`src/sv/assert_macros.svh`:
```
// ---------------------------------------------------------------------------
// Assertion macros
// Shared concurrent assertion forms for the UTF-8 decoder RTL.
// ---------------------------------------------------------------------------
`ifndef ASSERT_MACROS_SVH
`define ASSERT_MACROS_SVH

// Property that must hold at every clock edge outside reset.
`define ASSERT_SYNC(lbl, clk, rst_n, prop) \
    lbl: assert property (@(posedge clk) disable iff (!rst_n) (prop)) \
        else $error("assertion failed");

// Condition that must never be seen outside reset.
`define ASSERT_NEVER(lbl, clk, rst_n, expr) \
    `ASSERT_SYNC(lbl, clk, rst_n, !(expr))

`endif

```
`src/sv/u8dc_pkg.sv`:
```
// ---------------------------------------------------------------------------
// u8dc_pkg
// Types, constants and classification functions for the UTF-8 decoder.
// ---------------------------------------------------------------------------
`default_nettype none

package u8dc_pkg;

    localparam int CP_W    = 21;
    localparam int WIDTH_W = 10;
    localparam int TDATA_W = 40;

    localparam logic [7:0] LEAD3_MASK = 8'hE0;
    localparam logic [7:0] LEAD2_TAG  = 8'hC0;
    localparam logic [7:0] LEAD4_MASK = 8'hF8;
    localparam logic [7:0] LEAD4_TAG  = 8'hF0;
    localparam logic [7:0] LEAD3_TAG  = 8'hE0;
    localparam logic [7:0] LEAD3_SEL  = 8'hF0;
    localparam logic [7:0] CONT_MASK  = 8'h3F;

    localparam logic [WIDTH_W-1:0] W_NARROW = 10'd250;
    localparam logic [WIDTH_W-1:0] W_SPACE  = 10'd278;
    localparam logic [WIDTH_W-1:0] W_NORMAL = 10'd556;
    localparam logic [WIDTH_W-1:0] W_UPPER  = 10'd667;
    localparam logic [WIDTH_W-1:0] W_WIDE   = 10'd833;

    typedef struct packed {
        logic            have;
        logic [CP_W-1:0] cp;
        logic            last;
    } t_point;

    function automatic logic in_rng(input logic [CP_W-1:0] cp,
                                    input logic [CP_W-1:0] lo,
                                    input logic [CP_W-1:0] hi);
        return (cp >= lo) && (cp <= hi);
    endfunction

    function automatic logic cjk_break(input logic [CP_W-1:0] cp);
        return in_rng(cp, 21'h02E80, 21'h09FFF) ||
               in_rng(cp, 21'h0AC00, 21'h0D7AF) ||
               in_rng(cp, 21'h0F900, 21'h0FAFF) ||
               in_rng(cp, 21'h0FF00, 21'h0FF60) ||
               in_rng(cp, 21'h03000, 21'h0303F) ||
               in_rng(cp, 21'h20000, 21'h2FA1F);
    endfunction

    function automatic logic ascii_printable(input logic [CP_W-1:0] cp);
        return ((cp >= 21'h20) && (cp < 21'h7F)) || (cp == 21'h0A);
    endfunction

    function automatic logic [WIDTH_W-1:0] ascii_width(input logic [CP_W-1:0] cp);
        logic [7:0] c;
        logic [WIDTH_W-1:0] w;
        c = cp[7:0];
        if (cp >= 21'h80) begin
            w = '0;
        end else if (c == 8'h20) begin
            w = W_SPACE;
        end else if (c == 8'h69 || c == 8'h6C || c == 8'h6A || c == 8'h2E ||
                     c == 8'h2C || c == 8'h27 || c == 8'h3A || c == 8'h3B ||
                     c == 8'h7C || c == 8'h21) begin
            w = W_NARROW;
        end else if (c >= 8'h41 && c <= 8'h5A) begin
            w = W_UPPER;
        end else if (c == 8'h6D || c == 8'h77 || c == 8'h4D || c == 8'h57) begin
            w = W_WIDE;
        end else begin
            w = W_NORMAL;
        end
        return w;
    endfunction

endpackage

`default_nettype wire

```
`src/sv/u8dc_decode.sv`:
```
// ---------------------------------------------------------------------------
// u8dc_decode
// Byte-level UTF-8 sequence tracking with a registered decoded-point stage.
// ---------------------------------------------------------------------------
`default_nettype none

`include "assert_macros.svh"

module u8dc_decode (
    input  wire logic             i_clk,
    input  wire logic             i_rst_n,
    input  wire logic             i_valid,
    output logic                  o_ready,
    input  wire logic [7:0]       i_byte,
    input  wire logic             i_last,
    output logic                  o_valid,
    input  wire logic             i_ready,
    output u8dc_pkg::t_point      o_point
);

    logic [1:0]                  r_pending, n_pending;
    logic [u8dc_pkg::CP_W-1:0]   r_partial, n_partial;
    logic                        r_good, n_good;
    logic                        r_vld;
    u8dc_pkg::t_point            r_item, n_item;
    logic                        acc;
    logic                        emit;

    assign o_ready = !r_vld || i_ready;
    assign acc     = i_valid && o_ready;
    assign o_valid = r_vld;
    assign o_point = r_item;

    always_comb begin
        n_pending   = r_pending;
        n_partial   = r_partial;
        n_good      = r_good;
        n_item.have = 1'b0;
        n_item.cp   = '0;
        n_item.last = i_last;
        if (r_pending == 2'd0) begin
            if (!i_byte[7]) begin
                n_item.have = 1'b1;
                n_item.cp   = {13'd0, i_byte};
            end else if ((i_byte & u8dc_pkg::LEAD3_MASK) == u8dc_pkg::LEAD2_TAG) begin
                n_partial = {16'd0, i_byte[4:0]};
                n_pending = 2'd1;
                n_good    = 1'b1;
            end else if ((i_byte & u8dc_pkg::LEAD3_SEL) == u8dc_pkg::LEAD3_TAG) begin
                n_partial = {17'd0, i_byte[3:0]};
                n_pending = 2'd2;
                n_good    = 1'b1;
            end else if ((i_byte & u8dc_pkg::LEAD4_MASK) == u8dc_pkg::LEAD4_TAG) begin
                n_partial = {18'd0, i_byte[2:0]};
                n_pending = 2'd3;
                n_good    = 1'b1;
            end
        end else begin
            if (i_byte[7:6] != 2'b10) begin
                n_good = 1'b0;
            end
            n_partial = {r_partial[14:0], i_byte[5:0] & u8dc_pkg::CONT_MASK[5:0]};
            n_pending = r_pending - 2'd1;
            if (n_pending == 2'd0 && n_good) begin
                n_item.have = 1'b1;
                n_item.cp   = n_partial;
            end
        end
        if (i_last) begin
            n_pending = 2'd0;
            n_partial = '0;
            n_good    = 1'b1;
        end
    end

    assign emit = n_item.have || i_last;

    always_ff @(posedge i_clk) begin
        if (!i_rst_n) begin
            r_pending <= 2'd0;
            r_partial <= '0;
            r_good    <= 1'b1;
            r_vld     <= 1'b0;
        end else begin
            if (acc) begin
                r_pending <= n_pending;
                r_partial <= n_partial;
                r_good    <= n_good;
            end
            if (acc && emit) begin
                r_vld <= 1'b1;
            end else if (i_ready) begin
                r_vld <= 1'b0;
            end
        end
    end

    always_ff @(posedge i_clk) begin
        if (acc && emit) begin
            r_item <= n_item;
        end
    end

    `ASSERT_SYNC(a_last_clears_state, i_clk, i_rst_n,
        (acc && i_last) |=> (r_pending == 2'd0 && r_good && r_partial == '0))
    `ASSERT_NEVER(a_no_empty_word, i_clk, i_rst_n,
        r_vld && !r_item.have && !r_item.last)
    `ASSERT_SYNC(a_point_stalls, i_clk, i_rst_n,
        (r_vld && !i_ready) |=> (r_vld && $stable(r_item)))

endmodule

`default_nettype wire

```
`src/sv/u8dc_classify.sv`:
```
// ---------------------------------------------------------------------------
// u8dc_classify
// Classifies a decoded code point and holds the result in the output register.
// ---------------------------------------------------------------------------
`default_nettype none

`include "assert_macros.svh"

module u8dc_classify (
    input  wire logic                          i_clk,
    input  wire logic                          i_rst_n,
    input  wire logic                          i_valid,
    output logic                               o_ready,
    input  wire u8dc_pkg::t_point              i_point,
    output logic                               o_valid,
    input  wire logic                          i_ready,
    output logic [u8dc_pkg::TDATA_W-1:0]       o_data,
    output logic                               o_point_valid,
    output logic                               o_last
);

    logic                            r_vld;
    logic                            r_pv;
    logic [u8dc_pkg::CP_W-1:0]       r_cp;
    logic                            r_brk;
    logic                            r_rnd;
    logic [u8dc_pkg::WIDTH_W-1:0]    r_wid;
    logic                            r_last;
    logic                            acc;

    assign o_ready = !r_vld || i_ready;
    assign acc     = i_valid && o_ready;

    always_ff @(posedge i_clk) begin
        if (!i_rst_n) begin
            r_vld <= 1'b0;
        end else if (acc) begin
            r_vld <= 1'b1;
        end else if (i_ready) begin
            r_vld <= 1'b0;
        end
    end

    always_ff @(posedge i_clk) begin
        if (acc) begin
            r_pv   <= i_point.have;
            r_last <= i_point.last;
            if (i_point.have) begin
                r_cp  <= i_point.cp;
                r_brk <= u8dc_pkg::cjk_break(i_point.cp);
                r_rnd <= u8dc_pkg::ascii_printable(i_point.cp);
                r_wid <= u8dc_pkg::ascii_width(i_point.cp);
            end else begin
                r_cp  <= '0;
                r_brk <= 1'b0;
                r_rnd <= 1'b0;
                r_wid <= '0;
            end
        end
    end

    assign o_valid       = r_vld;
    assign o_point_valid = r_pv;
    assign o_last        = r_last;
    assign o_data        = {7'd0, r_wid, r_rnd, r_brk, r_cp};

    `ASSERT_NEVER(a_empty_word_zero, i_clk, i_rst_n,
        r_vld && !r_pv && (r_cp != '0 || r_wid != '0 || r_brk || r_rnd))
    `ASSERT_NEVER(a_classes_exclusive, i_clk, i_rst_n,
        r_vld && r_brk && (r_rnd || r_wid != '0))

endmodule

`default_nettype wire

```
`src/sv/utf8_decode_and_classify_top.sv`:
```
// ---------------------------------------------------------------------------
// utf8_decode_and_classify_top
// UTF-8 byte stream decoder that tags each code point with wrap and width data.
// ---------------------------------------------------------------------------
// A byte that completes a code point, or the final byte, is registered first
// in the decode stage and then in the classify stage, whose register drives
// the word on the master side.
// Throughput: one byte per cycle while words are taken; master back-pressure stalls the input.
// Reset: synchronous, active low; clears the sequence state and both
// stage valid flags, so no word is presented out of reset.
`default_nettype none

module utf8_decode_and_classify_top (
    input  wire logic        i_clk,
    input  wire logic        i_rst_n,
    input  wire logic        i_s_axis_tvalid,
    output logic             o_s_axis_tready,
    input  wire logic [7:0]  i_s_axis_tdata,   // [7:0] data_byte
    input  wire logic        i_s_axis_tlast,   // end_of_text
    output logic             o_m_axis_tvalid,
    input  wire logic        i_m_axis_tready,
    output logic [39:0]      o_m_axis_tdata,   // [20:0] code_point, [21] break_anywhere,
                                               // [22] renderable_ascii,
                                               // [32:23] glyph_width, [39:33] zero
    output logic             o_m_axis_tuser,   // point_valid
    output logic             o_m_axis_tlast    // stream_end
);

    logic             dec_valid;
    logic             cls_ready;
    u8dc_pkg::t_point dec_point;

    u8dc_decode u_decode (
        .i_clk   (i_clk),
        .i_rst_n (i_rst_n),
        .i_valid (i_s_axis_tvalid),
        .o_ready (o_s_axis_tready),
        .i_byte  (i_s_axis_tdata),
        .i_last  (i_s_axis_tlast),
        .o_valid (dec_valid),
        .i_ready (cls_ready),
        .o_point (dec_point)
    );

    u8dc_classify u_classify (
        .i_clk         (i_clk),
        .i_rst_n       (i_rst_n),
        .i_valid       (dec_valid),
        .o_ready       (cls_ready),
        .i_point       (dec_point),
        .o_valid       (o_m_axis_tvalid),
        .i_ready       (i_m_axis_tready),
        .o_data        (o_m_axis_tdata),
        .o_point_valid (o_m_axis_tuser),
        .o_last        (o_m_axis_tlast)
    );

endmodule

`default_nettype wire
```
`config.mk`:
```
export PLATFORM = sky130hd
export DESIGN_NAME = utf8_decode_and_classify_top
export DESIGN_NICKNAME = d
export VERILOG_FILES = /design/src/sv/u8dc_pkg.sv /design/src/sv/u8dc_decode.sv /design/src/sv/u8dc_classify.sv /design/src/sv/utf8_decode_and_classify_top.sv
export VERILOG_INCLUDE_DIRS = /design/src /design/src/sv
export SDC_FILE = /design/constraint.sdc
export NUM_CORES = 1
export LEC_CHECK = 0
export ABC_AREA = 1
export BUFFER_PORTS_ARGS = -buffer_cell sky130_fd_sc_hd__buf_2
export CAP_MARGIN = 0
export CORE_MARGIN = 4
export CORE_UTILIZATION = 25
export DETAILED_ROUTE_END_ITERATION = 8
export PLACE_DENSITY_LB_ADDON = 0.05
export SLEW_MARGIN = 20
export SYNTH_ARGS = -nofsm -noshare
export SYNTH_HDL_FRONTEND = slang
export SYNTH_SLANG_ARGS = --single-unit
```
`constraint.sdc`:
```
create_clock -name i_clk -period 2.4 [get_ports i_clk]
set_input_delay 0 -clock i_clk [delete_from_list [all_inputs] [get_ports i_clk]]
set_output_delay 0 -clock i_clk [all_outputs]
set_load 0.03 [all_outputs]
```
==> flow_summary.yaml, run 1 <==
layout:
  fillers: 1684
  finalNonFillerCells: 735
  multi_input_area_sq_um: 1400
  drive_above_1_share_pct: 19.3
  seqCellArea_sq_um: 2110
  utilization_pct: 30.9
  nets: 532
  area_delta_synth_final_pct: 19.7
  antennaDiodeCount: 0
place:
  place_congestion: 0.817
  dpl.cell_count: 712
  pre_cts_slack_ps: 598
  dp_hpwl_um: 7210
  portBuffers: 49
power_and_ir_drop:
  p_sw_w: 0.000912
  swShare_pct: 27.2
  p_per_area_nw_per_um2: 705
  p_leak_nw: 2.07
  clkPwrFrac_pct: 40.5
  internal_power_w: 0.00244
  max-vdd-ir-drop_v: 0.000352
  seqPwrFrac_pct: 47.1
  combPwrFrac_pct: 12.3
logic_synthesis:
  synth_flop_cell: "edfxtp_1"
  synth_area_leaders: "edfxtp_1 (43%), dfxtp_1 (10%), nand2_1 (8.9%)"
  synth_top_cell_area_share_pct: 43.1
  ys_async_sr_fraction_pct: 0
  synth_common_cells: "nand2_1 (94), inv_1 (83), nor2_1 (62), edfxtp_1 (57), nand3_1 (33)"
  yosysMostFrequentCell: "nand2_1"
  synth_edf_count: 57
  netlist_area_sq_um: 3970
  syn_avg_cell_area_sq_um: 8.57
  syn_inst: 463
  synth_seq_area_share_pct: 53.2
  yosys_warnings: 0
  ys_types: 37
  yosys.area.top_type: "edfxtp_1"
  synth_seq_cells: 77
sta:
  skew_ps: 7.58
  fin_crit_sh_pct: 75.4
  rsz0062_at_grt: "false"
  finalHoldViolCount: 0
  fin_setup_tns_ps: 0
  whs_ps: 17.2
  tightest_slew_ps: 725
  fin_ws_ps: 591
  final-max-slew-violation-count: 0
  setup_viol: 0
  fmax_ghz: 0.553
  period_needed_ps: 1810
  slew_headroom_pct: 51.6
floorplan:
  io_pins: 57
  core_sq_um: 15400
  rows: 45
  fp.dieH_um: 134
  die_w_um: 134
  die-area_sq_um: 18000
  start_util_pct: 25.8
worst_hold_path:
  hp-class: "in2reg"
detailed_routing:
  wl_um: 9540
  wl_per_cell_um: 13.0
  dr_total_vias: 3091
  drc_errors: 0
  dr.pass1.iters: 4
  vias_per_cell: 4.21
  drtAntennaViolNets: 0
  drt-initial-drc-count: 229
clock_network:
  cts-resized-gates: 0
  clock_sinks: 77
  path_clk_slew_ps: 60
  cts-htree-levels: 3
  cts_buffers: 9
  clk_latency_ps: 350
  cts_tree: "built"
  cts_root_buf: "clkbuf_16"
  ctsLongestPathBuffers: 2
worst_setup_path:
  cp.arrival_ps: 1910
  worstSetupPathType: "reg2reg"
  rr_worst_depth: 10
  r2r_end: "u_classify.r_brk$_SDFFCE_PN0P_"
  endpoint: "u_classify.r_brk$_SDFFCE_PN0P_"
  r2r_start: "u_decode.o_point[20]$_SDFFCE_PP0P_"
  r2r_slack_ps: 590
  cp-startpoint: "u_decode.o_point[20]$_SDFFCE_PP0P_"
  cp_data_required_time_ps: 2500
  end_kind: "flop"
  critPathLaunchType: "flop"
  crit_fanout: 6
global_route:
  grt_max_degree: 35
  antenna_found_initial: 0
  grt_usage_pct: 11.2
  grt_pass1_vias: 3011
  grt.overflow.total: 0
  grt_pass1_wl_um: 15700
flow_run:
  max-cap-violations: 0
status:
  status: "complete, no violations"
-- routing by layer --
layer | global-route usage, % | wire [um] | part of all wire, %
met2 | 17.1 | 4240 | 44
met1 | 14.9 | 4700 | 49
met5 | 0 | 0 | 0
met4 | 3.90 | 145 | 1.5
met3 | 3.53 | 454 | 4.8
-- per-stage QoR --
step | area [sq um] | total power [W]
after floorplan | 4000 | 0.00192
after global placement | 4390 | 0.00202
final | 4750 | 0.00335
after detailed placement | 4390 | 0.00202
after CTS | 4750 | 0.00342
after global routing | 4750 | 0.00352
-- how the worst min path moves through the flow --
stage,from,to,slack [ps],depth (start not counted)
floorplan,i_rst_n,u_decode.r_good$_SDFFE_PN1P_,80,1
global placement,i_rst_n,u_decode.r_good$_SDFFE_PN1P_,240,2
detailed placement,i_rst_n,u_decode.r_good$_SDFFE_PN1P_,240,2
CTS,i_s_axis_tdata[3],u_decode.o_point[4]$_DFFE_PP_,4,3
global route,i_s_axis_tdata[3],u_decode.o_point[4]$_DFFE_PP_,10,3
finish,i_s_axis_tdata[3],u_decode.o_point[4]$_DFFE_PP_,20,3
-- worst max-delay path, stage by stage, from the launching register on --
cell and delay [ps]:
edfxtp_1 410, nor2_2 180, nand2_2 120, nor2_1 320, inv_1 110, nor2_2 110
nand2_1 60, nand2_1 60, nand3_1 70, nor2_1 80, nor2_1 40
-- kinds of logic (layout without fill, tap and decap cells) --
kind of cell	count (synthesis)	after routing	share of synthesized area, %
buffers and inverters	109	164	12.4
other	1	7	0.0945
AOI/OAI and AO/OA	51	51	9.14
DFF	77	77	53.2
and+or+nand+nor	225	225	25.2
-- power by group through the flow --
stage          clock network, W  registers [W]  logic [W]
2_1_floorplan                 0        0.00163   0.000290
3_3_place_gp                  0        0.00161   0.000415
3_5_place_dp                  0        0.00161   0.000411
4_1_cts                 0.00142        0.00158   0.000421
5_1_grt                 0.00146        0.00159   0.000465
6_report                0.00136        0.00158   0.000413
-- repair_timing --
action                                 CTS  global route
buffers inserted                         0             0
hold buffers                             7             0
endpoints found under the hold margin   10             0
-- cell type report --
cell class | count | area share [%]
Sequential cell | 77 | 44.4
Clock inverter | 6 | 1.34
Multi-Input combinational cell | 283 | 29.5
Clock buffer | 10 | 4.82
Inverter | 87 | 6.98
Timing Repair Buffer | 61 | 7.42
Tap cell | 211 | 5.55
-- registers in the layout, indices dropped and copies added, names as in the netlist, 2 cells and up --
signal              count
u_decode.o_point       23
u_classify.r_cp        21
u_decode.r_pending      2
u_decode.r_partial     15
u_classify.r_wid        9
-- cells in the final DEF (no fill, tap or decap), types with 6 or more instances in the layout --
cell type | netlist | layout
nand2_1 | 94 | 94
nand3_1 | 33 | 33
conb_1 | 1 | 7
dfxtp_1 | 20 | 20
nor2_1 | 62 | 62
a21oi_1 | 21 | 20
nand4_1 | 6 | 6
inv_1 | 83 | 83
nor3_1 | 11 | 11
a211oi_2 | 9 | 9
edfxtp_1 | 57 | 57
dlygate4sd3_1 | 0 | 7
clkbuf_16 | 0 | 9
buf_2 | 4 | 49
Note: power is estimated with default switching activity, not from simulation.
==> run 2, diff against run 1 <==
- clock period: 2.4 -> 1.5 ns (I/O delays scaled with it)
==> run 2 against run 1 <==
The run now ends with setup timing left. Maximum frequency increased by 10%. Count of clock-buffer cells in the layout unchanged. Routed wire length rose by 17%. Die area unchanged. Combinational power increased to 2.6 times the previous value. Final area up 26%. Via count rose by 13%. First-iteration DRC count decreased by 17%. Sequential power up 59%.
==> flow_summary.yaml, run 2 (synthesis results as in run 1) <==
worst_setup_path:
  cp.arrival_ps: 1840
  r2r_start: "u_decode.o_point[10]$_SDFFCE_PP0P_"
  path_cells: "nor2_2, nand3_2, nor3_4, nand2_1, or3_1, a21oi_2"
  cp.buffers_inverters: 0
  slowest_delay_ps: 470
  critPathLaunchType: "flop"
  slowest_stage: "edfxtp_1"
  path_delay_family: "simple AND/OR/NAND/NOR gates"
  cp_data_required_time_ps: 1700
  worstSetupPathType: "reg2reg"
  cp-startpoint: "u_decode.o_point[10]$_SDFFCE_PP0P_"
  crit_fanout: 4
  end_kind: "flop"
clock_network:
  path_clk_slew_ps: 60
  clk_latency_ps: 350
  cts_buffers: 9
  cts_tree: "built"
  cts-htree-levels: 3
  clock_sinks: 77
  cts_root_buf: "clkbuf_16"
  ctsLongestPathBuffers: 2
layout:
  antennaDiodeCount: 0
  area_delta_synth_final_pct: 50.3
  largest_reg_flops: 23
  drive_above_1_share_pct: 41.9
  nets: 635
  utilization_pct: 38.8
  final_common_cell: "buf_4"
  final_cell_mix: "buf_4 (96), nand2_1 (85), inv_1 (78), edfxtp_1 (57), buf_2 (49)"
detailed_routing:
  vias_per_cell: 4.16
  dr_total_vias: 3488
  drtAntennaViolNets: 0
  dr.pass1.iters: 6
  wl_um: 11100
  wl_per_cell_um: 13.3
  drc_errors: 0
  drt-initial-drc-count: 191
power_and_ir_drop:
  p_leak_nw: 2.67
  max-vdd-ir-drop_v: 0.000499
  p_per_area_nw_per_um2: 985
  finalPower_w: 0.00588
global_route:
  use_met2_pct: 20.9
  grt_pass1_wl_um: 17700
  grt_busiest_layer: "met2"
  grt_max_degree: 35
  use_met1_pct: 16.4
  grt_usage_pct: 12.8
  grt.overflow.total: 0
  grt_pass1_vias: 3530
  antenna_found_initial: 0
  use_met3_pct: 2.48
sta:
  skew_ps: 11.3
  rsz0062_at_grt: "true"
  fin_ws_ps: -142
  finalHoldViolCount: 0
  whs_ps: 15.2
  setup_viol: 11
  final-max-slew-violation-count: 0
  fmax_ghz: 0.609
  fin_crit_sh_pct: 109
  period_needed_ps: 1640
worst_hold_path:
  hp-class: "in2reg"
  min-delay-start: "i_s_axis_tdata[1]"
place:
  portBuffers: 49
  place_congestion: 0.828
  dp_hpwl_um: 8330
floorplan:
  die_w_um: 134
  die-area_sq_um: 18000
  fp.dieH_um: 134
  io_pins: 57
  rows: 45
  start_util_pct: 25.8
  core_sq_um: 15400
status:
  failed_checks: "setup timing"
  status: "finished, violations left"
flow_run:
  max-cap-violations: 0
[run 2: changes by cell type in the layout (fill, tap and decap cells not counted), sizes merged]
cell	delta
clkbuf	+3
clkinvlp	-2
inv	+2
buf	+101
dlygate4sd3	-1
[run 2: where the power goes]
group	switching, W	internal [W]	leakage [nW]
Combinational	0.000620	0.000463	1.79
Sequential	0.0000817	0.00242	0.728
Clock	0.000892	0.00140	0.158
[run 2: final cells by class]
| type | instances | area [sq um] |
|---|---|---|
| Clock buffer | 10 | 250 |
| Clock inverter | 6 | 66.3 |
| Fill cell | 1577 | 9400 |
| Inverter | 87 | 334 |
| Multi-Input combinational cell | 283 | 1680 |
| Sequential cell | 77 | 2120 |
| Tap cell | 211 | 264 |
| Timing Repair Buffer | 164 | 1260 |
[run 2: layer usage]
layer	part of all wire, %	vias up
met3	3.2	13
met5	0	-
li1	-	1812
met4	2.2	0
met2	48	54
met1	46	1609
[run 2: per-stage QoR]
stage	worst slack, ps	cell area (sq um)	instances	TNS (ps)
finish	-142	5970	838	-976
global route	-261	5970	838	-2340
CTS	-127	5700	825	-675
detailed placement	-167	5050	788	-1540
global placement	-178	5050	788	-2080
floorplan	21.9	4030	469	0
[run 2: worst paths after layout]
path	endpoint	slack, ps	cells after the start
min reg2reg	u_classify.o_last$_DFFE_PP_	420	0
min	u_decode.o_point[2]$_DFFE_PP_	20	3
max reg2reg	u_classify.r_rnd$_SDFFCE_PN0P_	-140	6
max	u_classify.r_rnd$_SDFFCE_PN0P_	-140	6
[run 2: worst reg2reg max path, cell delays in order (launching register included)]
cell	delay, ps
edfxtp_1	470
nor2_2	200
nand3_2	110
nor3_4	220
nand2_1	60
or3_1	330
a21oi_2	120
[run 2: timing repair]
| item | 4_1_cts | 5_1_grt |
|---|---|---|
| gates resized for setup | 44 | 28 |
| cloned | 0 | 3 |
| pin swaps | 20 | 19 |
| hold buffers | 6 | 0 |
| endpoints found under the setup margin | 12 | 47 |
| endpoints found under the hold margin | 9 | 0 |
| setup buffers | 16 | 10 |
==> run 3, diff against run 2 <==
- HOLD_SLACK_MARGIN: unset -> 0.05
==> run 3 against run 2 <==
Routed wire length down 0.69%. Global-route usage is essentially flat. Clock power is essentially flat. Maximum frequency fell by 0.12%. Cell count decreased by 0.12%. Final area decreased by 0.46%. Combinational power barely moved. Critical path depth did not move. Via count is 0.20% higher. The flow still finishes with violations (setup timing). Count of clock-buffer cells in the layout did not move.
==> flow_summary.yaml, run 3 (synthesis results as in run 1) <==
worst_setup_path:
  worstSetupPathType: "reg2reg"
  cp.arrival_ps: 1840
  slowest_stage: "edfxtp_1"
  critPathLaunchType: "flop"
  path_delay_family: "simple AND/OR/NAND/NOR gates"
  crit_fanout: 4
  end_kind: "flop"
  slowest_delay_ps: 470
  path_cells: "nor2_2, nand3_2, nor3_4, nand2_1, or3_1, a21oi_2"
  cp_data_required_time_ps: 1700
  cp.buffers_inverters: 0
floorplan:
  die_w_um: 134
  start_util_pct: 25.8
  core_sq_um: 15400
  io_pins: 57
  fp.dieH_um: 134
  die-area_sq_um: 18000
  rows: 45
detailed_routing:
  drt-initial-drc-count: 208
  wl_um: 11100
  dr_total_vias: 3495
  wl_per_cell_um: 13.2
  drtAntennaViolNets: 0
  drc_errors: 0
  dr.pass1.iters: 4
  vias_per_cell: 4.18
power_and_ir_drop:
  p_sw_w: 0.00158
  finalPower_w: 0.00585
  max-vdd-ir-drop_v: 0.000496
  swShare_pct: 27.1
  seqPwrFrac_pct: 42.8
  internal_power_w: 0.00427
  p_per_area_nw_per_um2: 985
  combPwrFrac_pct: 18.1
  clkPwrFrac_pct: 39.1
  p_leak_nw: 2.66
global_route:
  grt_pass1_wl_um: 17800
  grt_usage_pct: 12.8
  antenna_found_initial: 0
  grt.overflow.total: 0
  grt_pass1_vias: 3545
  grt_max_degree: 35
worst_hold_path:
  hp-class: "in2reg"
sta:
  period_needed_ps: 1640
  fin_ws_ps: -144
  fmax_ghz: 0.608
  final-max-slew-violation-count: 0
  skew_ps: 11.0
  rsz0062_at_grt: "true"
  setup_viol: 11
  fin_crit_sh_pct: 110
  finalHoldViolCount: 0
clock_network:
  cts_tree: "built"
  cts_root_buf: "clkbuf_16"
  cts-htree-levels: 3
  clk_latency_ps: 340
  path_clk_slew_ps: 70
  clock_sinks: 77
  cts_buffers: 9
  ctsLongestPathBuffers: 2
place:
  dp_hpwl_um: 8330
  portBuffers: 49
  place_congestion: 0.828
  dpl.cell_count: 788
layout:
  nets: 634
  final_cell_mix: "buf_4 (94), nand2_1 (85), inv_1 (78), edfxtp_1 (57), buf_2 (49)"
  area_delta_synth_final_pct: 49.6
  antennaDiodeCount: 0
  largest_reg_flops: 23
  finalNonFillerCells: 837
  drive_above_1_share_pct: 41.4
  final_common_cell: "buf_4"
flow_run:
  max-cap-violations: 0
status:
  failed_checks: "setup timing"
  status: "finished, violations left"
==> run 3: path summary, 6_finish.rpt <==
path | startpoint | to | slack, ps | cells past startpoint
worst max-delay path | u_decode.o_point[10]$_SDFFCE_PP0P_ | u_classify.r_rnd$_SDFFCE_PN0P_ | -140 | 6
worst min-delay path | i_s_axis_tdata[6] | u_decode.o_point[7]$_DFFE_PP_ | 140 | 3
worst max register to register | u_decode.o_point[10]$_SDFFCE_PP0P_ | u_classify.r_rnd$_SDFFCE_PN0P_ | -140 | 6
worst min register to register | u_decode.o_point[0]$_DFFE_PP_ | u_classify.o_last$_DFFE_PP_ | 420 | 0
==> run 3: metrics by stage <==
step | setup TNS [ps] | utilization (%) | hold slack (ps) | setup slack [ps] | instance area, sq um
after CTS | -675 | 37.3 | 114 | -127 | 5730
after global placement | -2080 | 32.8 | 238 | -178 | 5050
after floorplan | 0 | - | 84.1 | 21.9 | 4030
after global routing | -2290 | 38.6 | 159 | -261 | 5940
final | -1020 | 38.6 | 142 | -144 | 5940
after detailed placement | -1540 | 32.8 | 247 | -167 | 5050
==> run 3: power groups by stage <==
stage	clock network [W]	logic [W]	registers, W
3_5_place_dp	0	0.000892	0.00256
6_report	0.00229	0.00106	0.00251
4_1_cts	0.00238	0.000995	0.00251
5_1_grt	0.00247	0.00116	0.00252
2_1_floorplan	0	0.000470	0.00261
3_3_place_gp	0	0.000897	0.00255
==> run 3: tightest hold or removal path: stages <==
cell     delay [ps]
buf_2           120
inv_1            80
o21ai_0         110
==> run 3: per-layer routing <==
metal	GRT usage (%)	wire [um]
met1	16.4	5130
met2	21.0	5320
met3	2.48	352
met4	5.77	246
met5	0	0
==> run 3: repair_timing <==
item	CTS	global route
endpoints found under the setup margin	12	47
pin swaps	20	18
cloned	0	2
setup buffers	16	7
endpoints found under the hold margin	15	0
gates resized for setup	44	26
hold buffers	9	0
==> run 3: layout make-up <==
cell class	count	area [sq um]
sequential	77	2120
multi-input combinational	283	1670
clock inverter	6	66.3
timing repair buffer	163	1240
tap	211	264
fill	1579	9430
clock buffer	10	250
inverter	87	334
